File: config.mk
export PLATFORM = sky130hd
export DESIGN_NAME = sorted_event_queue_flat
export DESIGN_NICKNAME = d
export VERILOG_FILES = /design/src/design/seq_pkg.sv /design/src/design/seq_if.sv /design/src/design/seq_cell.sv /design/src/design/sorted_event_queue.sv /design/src/flat_wrapper.sv
export SDC_FILE = /design/constraint.sdc
export NUM_CORES = 2
export LEC_CHECK = 0
export BUFFER_PORTS_ARGS = -buffer_cell sky130_fd_sc_hd__buf_4
export CAP_MARGIN = 30
export CORE_ASPECT_RATIO = 1.2
export CORE_UTILIZATION = 58
export DETAILED_ROUTE_END_ITERATION = 8
export PLACE_DENSITY = 0.78
export SYNTH_ARGS = -nofsm -noshare
export SYNTH_HDL_FRONTEND = slang
export SYNTH_HIERARCHICAL = 1
export SYNTH_SLANG_ARGS = --single-unit
File: constraint.sdc
create_clock -name i_clk -period 6.35 [get_ports i_clk]
set_input_delay 0.635 -clock i_clk [delete_from_list [all_inputs] [get_ports i_clk]]
set_output_delay 0.635 -clock i_clk [all_outputs]
set_load 0.03 [all_outputs]
File: src/design/seq_pkg.sv
// Package for the sorted event queue: operation and status codes,
// default sizes and the control word that steers the row of cells.
// No dependencies.
package seq_pkg;

    localparam int DEPTH_DEF       = 16;
    localparam int KEY_BITS_DEF    = 32;
    localparam int HANDLE_BITS_DEF = 16;
    localparam int FILL_BITS       = 5;

    localparam logic [1:0] KIND_INSERT = 2'd0;
    localparam logic [1:0] KIND_POP    = 2'd1;
    localparam logic [1:0] KIND_PUSH   = 2'd2;

    localparam logic [1:0] STATUS_OK    = 2'd0;
    localparam logic [1:0] STATUS_EMPTY = 2'd1;
    localparam logic [1:0] STATUS_FULL  = 2'd2;

    typedef struct packed {
        logic ins;
        logic push;
        logic pop;
    } t_cell_op;

endpackage

File: src/design/seq_if.sv
// Valid/ready channel interfaces for the sorted event queue: the
// operation word going in and the result word coming out.
// Depends on seq_pkg for default widths.
interface seq_in_if #(
    parameter int KEY_BITS    = seq_pkg::KEY_BITS_DEF,
    parameter int HANDLE_BITS = seq_pkg::HANDLE_BITS_DEF
);
    logic                   valid;
    logic                   ready;
    logic [1:0]             kind;
    logic [KEY_BITS-1:0]    event_key;
    logic [HANDLE_BITS-1:0] event_handle;

    modport source (output valid, kind, event_key, event_handle, input ready);
    modport sink   (input valid, kind, event_key, event_handle, output ready);
endinterface

interface seq_out_if #(
    parameter int KEY_BITS    = seq_pkg::KEY_BITS_DEF,
    parameter int HANDLE_BITS = seq_pkg::HANDLE_BITS_DEF
);
    logic                   valid;
    logic                   ready;
    logic [1:0]             status;
    logic [KEY_BITS-1:0]    popped_key;
    logic [HANDLE_BITS-1:0] popped_handle;
    logic [seq_pkg::FILL_BITS-1:0] fill_count;

    modport source (output valid, status, popped_key, popped_handle, fill_count,
                    input ready);
    modport sink   (input valid, status, popped_key, popped_handle, fill_count,
                    output ready);
endinterface

File: src/design/seq_cell.sv
// One slot of the queue: holds a key, a handle and a valid bit, and
// moves toward the tail, the head or takes the new word per the op.
// Depends on seq_pkg.
module seq_cell #(
    parameter int KEY_BITS    = seq_pkg::KEY_BITS_DEF,
    parameter int HANDLE_BITS = seq_pkg::HANDLE_BITS_DEF
) (
    input  logic                   i_clk,
    input  logic                   i_rst_n,
    input  seq_pkg::t_cell_op      i_op,
    input  logic [KEY_BITS-1:0]    i_new_key,
    input  logic [HANDLE_BITS-1:0] i_new_handle,
    input  logic [KEY_BITS-1:0]    i_left_key,
    input  logic [HANDLE_BITS-1:0] i_left_handle,
    input  logic                   i_left_valid,
    input  logic [KEY_BITS-1:0]    i_right_key,
    input  logic [HANDLE_BITS-1:0] i_right_handle,
    input  logic                   i_right_valid,
    input  logic                   i_found,
    output logic                   o_found,
    output logic [KEY_BITS-1:0]    o_key,
    output logic [HANDLE_BITS-1:0] o_handle,
    output logic                   o_valid
);
    import seq_pkg::*;

    logic [KEY_BITS-1:0]    r_key, n_key;
    logic [HANDLE_BITS-1:0] r_handle, n_handle;
    logic                   r_valid, n_valid;
    logic                   stay;

    // entry stays ahead of an ordered insert
    assign stay    = r_valid && (r_key <= i_new_key);
    assign o_found = i_found || !stay;

    always_comb begin
        n_key    = r_key;
        n_handle = r_handle;
        n_valid  = r_valid;
        if (i_op.pop) begin
            n_key    = i_right_key;
            n_handle = i_right_handle;
            n_valid  = i_right_valid;
        end else if (i_op.push || (i_op.ins && i_found)) begin
            n_key    = i_left_key;
            n_handle = i_left_handle;
            n_valid  = i_left_valid;
        end else if (i_op.ins && !stay) begin
            n_key    = i_new_key;
            n_handle = i_new_handle;
            n_valid  = 1'b1;
        end
    end

    always_ff @(posedge i_clk) begin
        r_key    <= n_key;
        r_handle <= n_handle;
        if (!i_rst_n) begin
            r_valid <= 1'b0;
        end else begin
            r_valid <= n_valid;
        end
    end

    assign o_key    = r_key;
    assign o_handle = r_handle;
    assign o_valid  = r_valid;

endmodule

File: src/design/sorted_event_queue.sv
// Sorted event queue: a row of DEPTH cells kept in head-first order.
// Each result word is registered and is presented in the cycle after its operation word is accepted.
// Throughput: one word per cycle while the result side is ready; every cell
// compares its key with the new key and shifts in the same cycle, and a
// result word that waits in the output register holds off the input.
// Reset empties the queue.
module sorted_event_queue #(
    parameter int DEPTH       = seq_pkg::DEPTH_DEF,
    parameter int KEY_BITS    = seq_pkg::KEY_BITS_DEF,
    parameter int HANDLE_BITS = seq_pkg::HANDLE_BITS_DEF
) (
    input  logic      i_clk,
    input  logic      i_rst_n,
    seq_in_if.sink    i_in,
    seq_out_if.source o_out
);
    import seq_pkg::*;

    localparam int CNT_W = $clog2(DEPTH + 1);

    logic [KEY_BITS-1:0]    cell_key    [DEPTH];
    logic [HANDLE_BITS-1:0] cell_handle [DEPTH];
    logic [DEPTH-1:0]       cell_valid;
    logic [DEPTH:0]         found;
    t_cell_op               op;

    logic                   accept, full, empty;
    logic [CNT_W-1:0]       r_count, n_count;
    logic [CNT_W+FILL_BITS-1:0] count_ext;
    logic                   r_out_valid;
    logic [1:0]             r_status, n_status;
    logic [KEY_BITS-1:0]    r_pkey, n_pkey;
    logic [HANDLE_BITS-1:0] r_phandle, n_phandle;
    logic [FILL_BITS-1:0]   r_fill;

    assign i_in.ready = !r_out_valid || o_out.ready;
    assign accept     = i_in.valid && i_in.ready;
    assign full       = cell_valid[DEPTH-1];
    assign empty      = !cell_valid[0];

    always_comb begin
        op        = '0;
        n_status  = STATUS_OK;
        n_pkey    = '0;
        n_phandle = '0;
        n_count   = r_count;
        case (i_in.kind)
            KIND_INSERT, KIND_PUSH: begin
                if (full) begin
                    n_status = STATUS_FULL;
                end else begin
                    op.ins  = accept && (i_in.kind == KIND_INSERT);
                    op.push = accept && (i_in.kind == KIND_PUSH);
                    n_count = r_count + CNT_W'(1);
                end
            end
            KIND_POP: begin
                if (empty) begin
                    n_status = STATUS_EMPTY;
                end else begin
                    op.pop    = accept;
                    n_pkey    = cell_key[0];
                    n_phandle = cell_handle[0];
                    n_count   = r_count - CNT_W'(1);
                end
            end
            default: begin
                n_status = STATUS_OK;
            end
        endcase
    end

    assign count_ext = {{FILL_BITS{1'b0}}, n_count};
    assign found[0]  = 1'b0;

    genvar g;
    generate
        for (g = 0; g < DEPTH; g++) begin : g_cell
            logic [KEY_BITS-1:0]    left_key, right_key;
            logic [HANDLE_BITS-1:0] left_handle, right_handle;
            logic                   left_valid, right_valid;

            if (g == 0) begin : g_head
                assign left_key    = i_in.event_key;
                assign left_handle = i_in.event_handle;
                assign left_valid  = 1'b1;
            end else begin : g_mid
                assign left_key    = cell_key[g-1];
                assign left_handle = cell_handle[g-1];
                assign left_valid  = cell_valid[g-1];
            end

            if (g == DEPTH - 1) begin : g_tail
                assign right_key    = '0;
                assign right_handle = '0;
                assign right_valid  = 1'b0;
            end else begin : g_body
                assign right_key    = cell_key[g+1];
                assign right_handle = cell_handle[g+1];
                assign right_valid  = cell_valid[g+1];
            end

            seq_cell #(
                .KEY_BITS    (KEY_BITS),
                .HANDLE_BITS (HANDLE_BITS)
            ) u_cell (
                .i_clk          (i_clk),
                .i_rst_n        (i_rst_n),
                .i_op           (op),
                .i_new_key      (i_in.event_key),
                .i_new_handle   (i_in.event_handle),
                .i_left_key     (left_key),
                .i_left_handle  (left_handle),
                .i_left_valid   (left_valid),
                .i_right_key    (right_key),
                .i_right_handle (right_handle),
                .i_right_valid  (right_valid),
                .i_found        (found[g]),
                .o_found        (found[g+1]),
                .o_key          (cell_key[g]),
                .o_handle       (cell_handle[g]),
                .o_valid        (cell_valid[g])
            );
        end
    endgenerate

    always_ff @(posedge i_clk) begin
        if (accept) begin
            r_status  <= n_status;
            r_pkey    <= n_pkey;
            r_phandle <= n_phandle;
            r_fill    <= count_ext[FILL_BITS-1:0];
        end
        if (!i_rst_n) begin
            r_out_valid <= 1'b0;
            r_count     <= '0;
        end else begin
            if (accept) begin
                r_out_valid <= 1'b1;
                r_count     <= n_count;
            end else if (o_out.ready) begin
                r_out_valid <= 1'b0;
            end
        end
    end

    assign o_out.valid         = r_out_valid;
    assign o_out.status        = r_status;
    assign o_out.popped_key    = r_pkey;
    assign o_out.popped_handle = r_phandle;
    assign o_out.fill_count    = r_fill;

endmodule

File: src/flat_wrapper.sv
// flat-port wrapper written by rule: the top's interface ports become plain ports
module sorted_event_queue_flat import seq_pkg::*;
#(
    parameter int DEPTH       = seq_pkg::DEPTH_DEF,
    parameter int KEY_BITS    = seq_pkg::KEY_BITS_DEF,
    parameter int HANDLE_BITS = seq_pkg::HANDLE_BITS_DEF
)
  (i_clk, i_rst_n, i_in_valid, i_in_kind, i_in_event_key, i_in_event_handle, i_in_ready, o_out_valid, o_out_status, o_out_popped_key, o_out_popped_handle, o_out_fill_count, o_out_ready);
  seq_in_if #(.KEY_BITS(KEY_BITS), .HANDLE_BITS(HANDLE_BITS)) i_in_i ();
  seq_out_if #(.KEY_BITS(KEY_BITS), .HANDLE_BITS(HANDLE_BITS)) o_out_i ();
  input  logic i_clk;
  input  logic i_rst_n;
  input wire logic [$bits(i_in_i.valid)-1:0] i_in_valid;
  input wire logic [$bits(i_in_i.kind)-1:0] i_in_kind;
  input wire logic [$bits(i_in_i.event_key)-1:0] i_in_event_key;
  input wire logic [$bits(i_in_i.event_handle)-1:0] i_in_event_handle;
  output wire logic [$bits(i_in_i.ready)-1:0] i_in_ready;
  output wire logic [$bits(o_out_i.valid)-1:0] o_out_valid;
  output wire logic [$bits(o_out_i.status)-1:0] o_out_status;
  output wire logic [$bits(o_out_i.popped_key)-1:0] o_out_popped_key;
  output wire logic [$bits(o_out_i.popped_handle)-1:0] o_out_popped_handle;
  output wire logic [$bits(o_out_i.fill_count)-1:0] o_out_fill_count;
  input wire logic [$bits(o_out_i.ready)-1:0] o_out_ready;
  assign i_in_i.valid = i_in_valid;
  assign i_in_i.kind = i_in_kind;
  assign i_in_i.event_key = i_in_event_key;
  assign i_in_i.event_handle = i_in_event_handle;
  assign i_in_ready = i_in_i.ready;
  assign o_out_valid = o_out_i.valid;
  assign o_out_status = o_out_i.status;
  assign o_out_popped_key = o_out_i.popped_key;
  assign o_out_popped_handle = o_out_i.popped_handle;
  assign o_out_fill_count = o_out_i.fill_count;
  assign o_out_i.ready = o_out_ready;
  sorted_event_queue #(.DEPTH(DEPTH), .KEY_BITS(KEY_BITS), .HANDLE_BITS(HANDLE_BITS)) u_core (.i_clk(i_clk), .i_rst_n(i_rst_n), .i_in(i_in_i), .o_out(o_out_i));
endmodule
[Word level (Yosys, flattened, before mapping)]
Index checks and enable logic that the tools add are counted.
W data, S select, Z words.
Operators by class
  shift operators: 0
  multiply operators: 0
  muxes and demuxes: 153
  reductions and logical operators: 117
  bitwise gates (word level): 1
  divide/modulo/power cells: 0
  $lt $le $gt $ge: 16
  equal/unequal tests: 2
  add/sub/neg operators: 2
Operator list (count)
  $mux W32: 47
  $mux W16: 47
  $le A32 B32 Y1: 16
  $mux W1: 52
  $logic_and A1 B1 Y1: 49
  $reduce_bool A3 Y1: 15
  $logic_or A1 B1 Y1: 30
  $logic_not A1 Y1: 17
  $mux W5: 2
  $pmux W5 S2: 1
  $mux W2: 3
  $add A5 B1 Y5 const B: 1
  $sub A5 B1 Y5 const B: 1
  $pmux W2 S2: 1
  $reduce_bool A2 Y1: 2
  $reduce_or A2 Y1: 2
  $eq A2 B1 Y1 const B: 1
  $eq A2 B2 Y1 const B: 1
  $logic_not A2 Y1: 1
  $reduce_and A2 Y1: 1
  $not A1 Y1: 1
Storage, ports and cells
  memories: 0
  bits in registers: 845
  RAM bits: 0
  output and inout bits: 57
  ROM bits: 0
  input bits: 54
  bits in latches: 0
  word-level logic and storage cells: 345

[Longest topological paths before layout]
  depth after elaboration: 20
  gate-level depth with buffers: 27
  mapped depth without buffers: 27

[Cells and area by module]
Netlist, hierarchy kept.
By module, submodules not included
  seq_cell: sequential area each 1461.4 um^2, area each 3310.7 um^2, cells each 338, times used 16
  sorted_event_queue: sequential area each 1771.7 um^2, area each 2457.4 um^2, cells each 172, times used 1

[Least setup slack after synthesis]
No wires, ideal clock.
  path kind: input to register
  from: in i_in_event_key[30]
  to: reg u_core.g_cell[15].u_cell.r_handle[0], enable pin
  required time: 5.815 ns
  setup slack: -0.170 ns
  arrival: 5.984 ns
  setup time: 0.535 ns
  stages on the path: 24
  path buffers: 2
  cells stage by stage: inv_1 ha_1 nand4_2 or4_4 o22ai_1 nand3b_1 nand3b_1 nand3b_1 nand3b_1 nand3b_1 nand3b_1 nand3b_1 nand3b_1 nand3b_1 nand3b_1 nand3b_1 nand3b_1 nand3b_1 nand3b_1 nand3b_1 a21oi_2 buf_4 buf_4 o211ai_2
On the way
  longest elaborated chain between the ends: 20
  elaborated cells between the ends (all ways): 66
  those cells by class: 16 x order compare; 50 x reduce/logical
Ends and longest elaborated chain
  start: declaration: RTL line flat_wrapper.sv:15  | input wire logic [$bits(i_in_i.event_key)-1:0] i_in_event_key;
  $le A32 B32 Y1: RTL line seq_cell.sv:33  | assign stay = r_valid && (r_key <= i_new_key);
  $logic_and A1 B1 Y1: RTL line seq_cell.sv:33
  $logic_not A1 Y1: RTL line seq_cell.sv:34  | assign o_found = i_found || !stay;
  via u_core.found[1]: RTL line sorted_event_queue.sv:24  | logic [DEPTH:0] found;
  $logic_or A1 B1 Y1: RTL line seq_cell.sv:34
  via u_core.found[2]: RTL line sorted_event_queue.sv:24
  $logic_or A1 B1 Y1: RTL line seq_cell.sv:34
  via u_core.found[3]: RTL line sorted_event_queue.sv:24
  (+1 left out)
  via u_core.found[4]: RTL line sorted_event_queue.sv:24
  (+1 left out)
  via u_core.found[5]: RTL line sorted_event_queue.sv:24
  (+1 left out)
  via u_core.found[6]: RTL line sorted_event_queue.sv:24
  (+1 left out)
  via u_core.found[7]: RTL line sorted_event_queue.sv:24
  (+1 left out)
  via u_core.found[8]: RTL line sorted_event_queue.sv:24
  (+1 left out)
  via u_core.found[9]: RTL line sorted_event_queue.sv:24
  (+1 left out)
  via u_core.found[10]: RTL line sorted_event_queue.sv:24
  (+1 left out)
  via u_core.found[11]: RTL line sorted_event_queue.sv:24
  (+1 left out)
  via u_core.found[12]: RTL line sorted_event_queue.sv:24
  (+1 left out)
  via u_core.found[13]: RTL line sorted_event_queue.sv:24
  $logic_or A1 B1 Y1: RTL line seq_cell.sv:34
  via u_core.found[14]: RTL line sorted_event_queue.sv:24
  $logic_or A1 B1 Y1: RTL line seq_cell.sv:34
  via u_core.found[15]: RTL line sorted_event_queue.sv:24
  $logic_and A1 B1 Y1: RTL line seq_cell.sv:44  | end else if (i_op.push || (i_op.ins && i_found)) begin
  $logic_or A1 B1 Y1: RTL line seq_cell.sv:44
  $reduce_bool A2 Y1 (no line)
  end signal: assignment: RTL line seq_cell.sv:57  | r_handle <= n_handle;
  end: declaration: RTL line seq_cell.sv:28  | logic [HANDLE_BITS-1:0] r_handle, n_handle;
The timed path passes the listed nets, and every way through them passes these cells.
A chain may end at the register's enable or synchronous reset.

[Final worst setup path]
  from: reg u_core.g_cell[0].u_cell.r_key[14]
  to: reg u_core.g_cell[15].u_cell.r_handle[11], data pin
On the way
  longest elaborated chain between the ends: 20
Ends and longest elaborated chain
  start: declaration: RTL line seq_cell.sv:27  | logic [KEY_BITS-1:0] r_key, n_key;
  start signal: assignment: RTL line seq_cell.sv:56  | r_key <= n_key;
  $le A32 B32 Y1: RTL line seq_cell.sv:33
  $logic_and A1 B1 Y1: RTL line seq_cell.sv:33
  $logic_not A1 Y1: RTL line seq_cell.sv:34
  via u_core.found[1]: RTL line sorted_event_queue.sv:24
  $logic_or A1 B1 Y1: RTL line seq_cell.sv:34
  via u_core.found[2]: RTL line sorted_event_queue.sv:24
  $logic_or A1 B1 Y1: RTL line seq_cell.sv:34
  via u_core.found[3]: RTL line sorted_event_queue.sv:24
  (+1 left out)
  via u_core.found[4]: RTL line sorted_event_queue.sv:24
  (+1 left out)
  via u_core.found[5]: RTL line sorted_event_queue.sv:24
  (+1 left out)
  via u_core.found[6]: RTL line sorted_event_queue.sv:24
  (+1 left out)
  via u_core.found[7]: RTL line sorted_event_queue.sv:24
  (+1 left out)
  via u_core.found[8]: RTL line sorted_event_queue.sv:24
  (+1 left out)
  via u_core.found[9]: RTL line sorted_event_queue.sv:24
  (+1 left out)
  via u_core.found[10]: RTL line sorted_event_queue.sv:24
  (+1 left out)
  via u_core.found[11]: RTL line sorted_event_queue.sv:24
  (+1 left out)
  via u_core.found[12]: RTL line sorted_event_queue.sv:24
  (+1 left out)
  via u_core.found[13]: RTL line sorted_event_queue.sv:24
  $logic_or A1 B1 Y1: RTL line seq_cell.sv:34
  via u_core.found[14]: RTL line sorted_event_queue.sv:24
  $logic_or A1 B1 Y1: RTL line seq_cell.sv:34
  via u_core.found[15]: RTL line sorted_event_queue.sv:24
  $logic_and A1 B1 Y1: RTL line seq_cell.sv:44
  $logic_or A1 B1 Y1: RTL line seq_cell.sv:44
  $mux W16: RTL line seq_cell.sv:44
The timed path passes the listed nets, and every way through them passes these cells.

==> impl_metrics.tcl <==
set metrics [dict create \
    clock_latency_ps 680 \
    grt_max_degree 270 \
    antenna_found_initial 6 \
    finalMaxSlewViolations 0 \
    clock_path_buffers 3 \
    dieArea_um2 96800 \
    cts_tree "built" \
    rrSetupSlack_ps 210 \
    track_usage 0.3211 \
    cts_buffers 92 \
    end_kind "flip-flop" \
    cp_slowest_cell "a221oi_4" \
    drt_drc_violations_left 0 \
    fin_skew_ps 34.28 \
    holdPathStages 2 \
    leakagePower_nw 28.66 \
    syn_area_per_cell_um2 9.934 \
    crit_arrival_ps 6500 \
    dr.first_iter.drc_count 4502 \
    yosysWarnings 6 \
    area_growth_pct 13.71 \
    fp.dieW_um 284.2 \
    powerDensity_nw_per_um2 259.3 \
    worst-r2r-cell-count 28 \
    dpl.cell_count 6970 \
    critPathMaxFanout 6 \
    whs_endpoint "u_core/o_out.status[0]$_DFFE_PN_" \
    clk_pin_slew_ps 60 \
    netlist_area_um2 55420 \
    cap_viol_max_count 0 \
    root_buffer "clkbuf_16" \
    reg2reg_from "u_core/g_cell[0].u_cell/o_key[14]$_DFFE_PP_" \
    synth_cells 5579 \
    start_util 0.5884 \
    hold_path_class "input port to flip-flop" \
    place.gp.congestion 0.9162 \
    r2r-end "u_core/g_cell[15].u_cell/o_handle[11]$_DFFE_PP_" \
    grt_pass1_vias 43791 \
    clock.fmax_ghz 0.1627 \
    dp_hpwl_mm 112.7 \
    critPathLaunchType "flip-flop" \
    numClockSinks 845 \
    finalSetupViolCount 0 \
    max_stage_delay_ps 420 \
    ir_drop_mv 0.2231 \
    final_core_util 0.6691 \
    ios 111 \
    worst_pin_slew_ps 1175 \
    final_layout_size_suffix_gt1_frac 0.1019 \
    finalCriticalPeriod_ps 6145 \
    ant_nets 0 \
    cpMostUsedCell "nand3b_1" \
    worstPathRequired_ps 6710 \
    numPortBuffers 110 \
    max-slew-margin-rel 0.2166 \
    vias_per_cell 6.170 \
    run_status "finished clean" \
    dr.pass1.iters 6 \
    finalNonFillerCells 7160 \
    hold_viol 0 \
    fp-row-count 123 \
    vias 44175 \
    path_class "flip-flop to flip-flop" \
    holdCritStartpoint "i_in_kind[1]" \
    htree_levels 3 \
    drt-total-wl_mm 159.6 \
    die_h_um 340.6 \
    fin_crit_sh 0.9677 \
    grt_overflow 0 \
    coreArea_um2 94190 \
    num-nets-final 6397 \
    fillers 7175 \
    wl_per_cell_um 22.28 \
    grt_pass1_wl_mm 244.6 \
]
[per-layer routing]
metal | track usage | up-vias | wire, um
li1 | - | 20436 | -
met1 | 0.3875 | 21459 | 60160
met2 | 0.5594 | 1855 | 79540
met3 | 0.04432 | 419 | 11340
met4 | 0.1651 | 6 | 8480
met5 | 0 | - | 43
[registers in the layout (all words and copies together) (netlist names)]
name,flops
u_core/g_cell.u_cell/o_key,512
u_core/g_cell.u_cell/o_valid,16
u_core/g_cell.u_cell/o_handle,256
u_core/r_count,5
u_core/o_out.popped_key,32
u_core/o_out.fill_count,5
u_core/o_out.valid,1
u_core/o_out.popped_handle,16
u_core/o_out.status,2
[critical path, delay by kind of cell, from the launching register on]
kind | cells | cell delay [ps]
muxes | 1 | 230
buffers and inverters | 4 | 710
DFF | 1 | 350
AOI/OAI and AO/OA | 6 | 1120
and+or+nand+nor | 16 | 3180
adders and majority gates | 1 | 230
[worst max-delay path by stage]
stage / start / endpoint / slack [ps]
6_report: u_core/g_cell[0].u_cell/o_key[14]$_DFFE_PP_ / u_core/g_cell[15].u_cell/o_handle[11]$_DFFE_PP_ / 210
5_1_grt: u_core/g_cell[1].u_cell/o_key[14]$_DFFE_PP_ / u_core/g_cell[15].u_cell/o_handle[11]$_DFFE_PP_ / -120
4_1_cts: u_core/g_cell[0].u_cell/o_key[5]$_DFFE_PP_ / u_core/g_cell[15].u_cell/o_handle[11]$_DFFE_PP_ / 1
3_5_place_dp: i_in_event_key[14] / u_core/g_cell[15].u_cell/o_handle[3]$_DFFE_PP_ / -620
3_3_place_gp: i_in_event_key[5] / u_core/g_cell[15].u_cell/o_handle[6]$_DFFE_PP_ / -580
2_1_floorplan: i_in_event_key[30] / u_core/g_cell[14].u_cell/o_handle[0]$_DFFE_PP_ / 20
[final cells by class]
type / instances / area (um^2) / share of cell area
Antenna cell: 3 / 7.507 / 0.0001191
Tap cell: 1250 / 1564 / 0.02482
Clock buffer: 112 / 2450 / 0.03887
Timing Repair Buffer: 368 / 3508 / 0.05567
Sequential cell: 845 / 25150 / 0.3991
Inverter: 580 / 2177 / 0.03455
Clock inverter: 60 / 634.4 / 0.01007
Multi-Input combinational cell: 3942 / 27530 / 0.4368
[cells in the final DEF, fill, tap and decap left out, drive strengths merged, types with 17 or more instances in the layout]
cell type and count:
nand2 948, o21ai 900, edfxtp 823, mux2i 769, inv 585, ha 514
buf 366, a21oi 307, clkbuf 114, nand4 96, nor2 54, conb 52
and2 49, clkinv 41, dfxtp 22, nor3 19, nand3 18, nand2b 18
o211ai 17
[power by group]
| part | switching (mW) | internal [mW] | leakage, nW |
|---|---|---|---|
| registers | 0.528 | 6.98 | 7.98 |
| logic | 1.96 | 1.26 | 19.2 |
| clock network | 2.34 | 3.27 | 1.51 |
| total | 4.84 | 11.5 | 28.7 |
[through the flow]
stage | cell area, um^2 | hold slack, ps | setup slack, ps | TNS [ps] | power, mW
floorplan | 55620 | 454.4 | 21.61 | 0 | 9.352
global placement | 59530 | 464.1 | -576.1 | -121440 | 10.54
detailed placement | 59580 | 476.8 | -623.8 | -135390 | 10.69
CTS | 62810 | 270.9 | 1.246 | 0 | 16.29
global route | 63020 | 293.4 | -116.4 | -6883 | 16.90
finish | 63020 | 304.0 | 205.0 | 0 | 16.34
[timing repair]
| item | in CTS | in global routing |
|---|---|---|
| pin swaps | 4 | 10 |
| endpoints found under the setup margin | 293 | 198 |
| buffers inserted | 7 | 5 |
| gates resized for setup | 6 | 24 |
| hold buffers | 0 | 0 |
| cloned | 2 | 2 |
(Power assumes the default switching activity.)
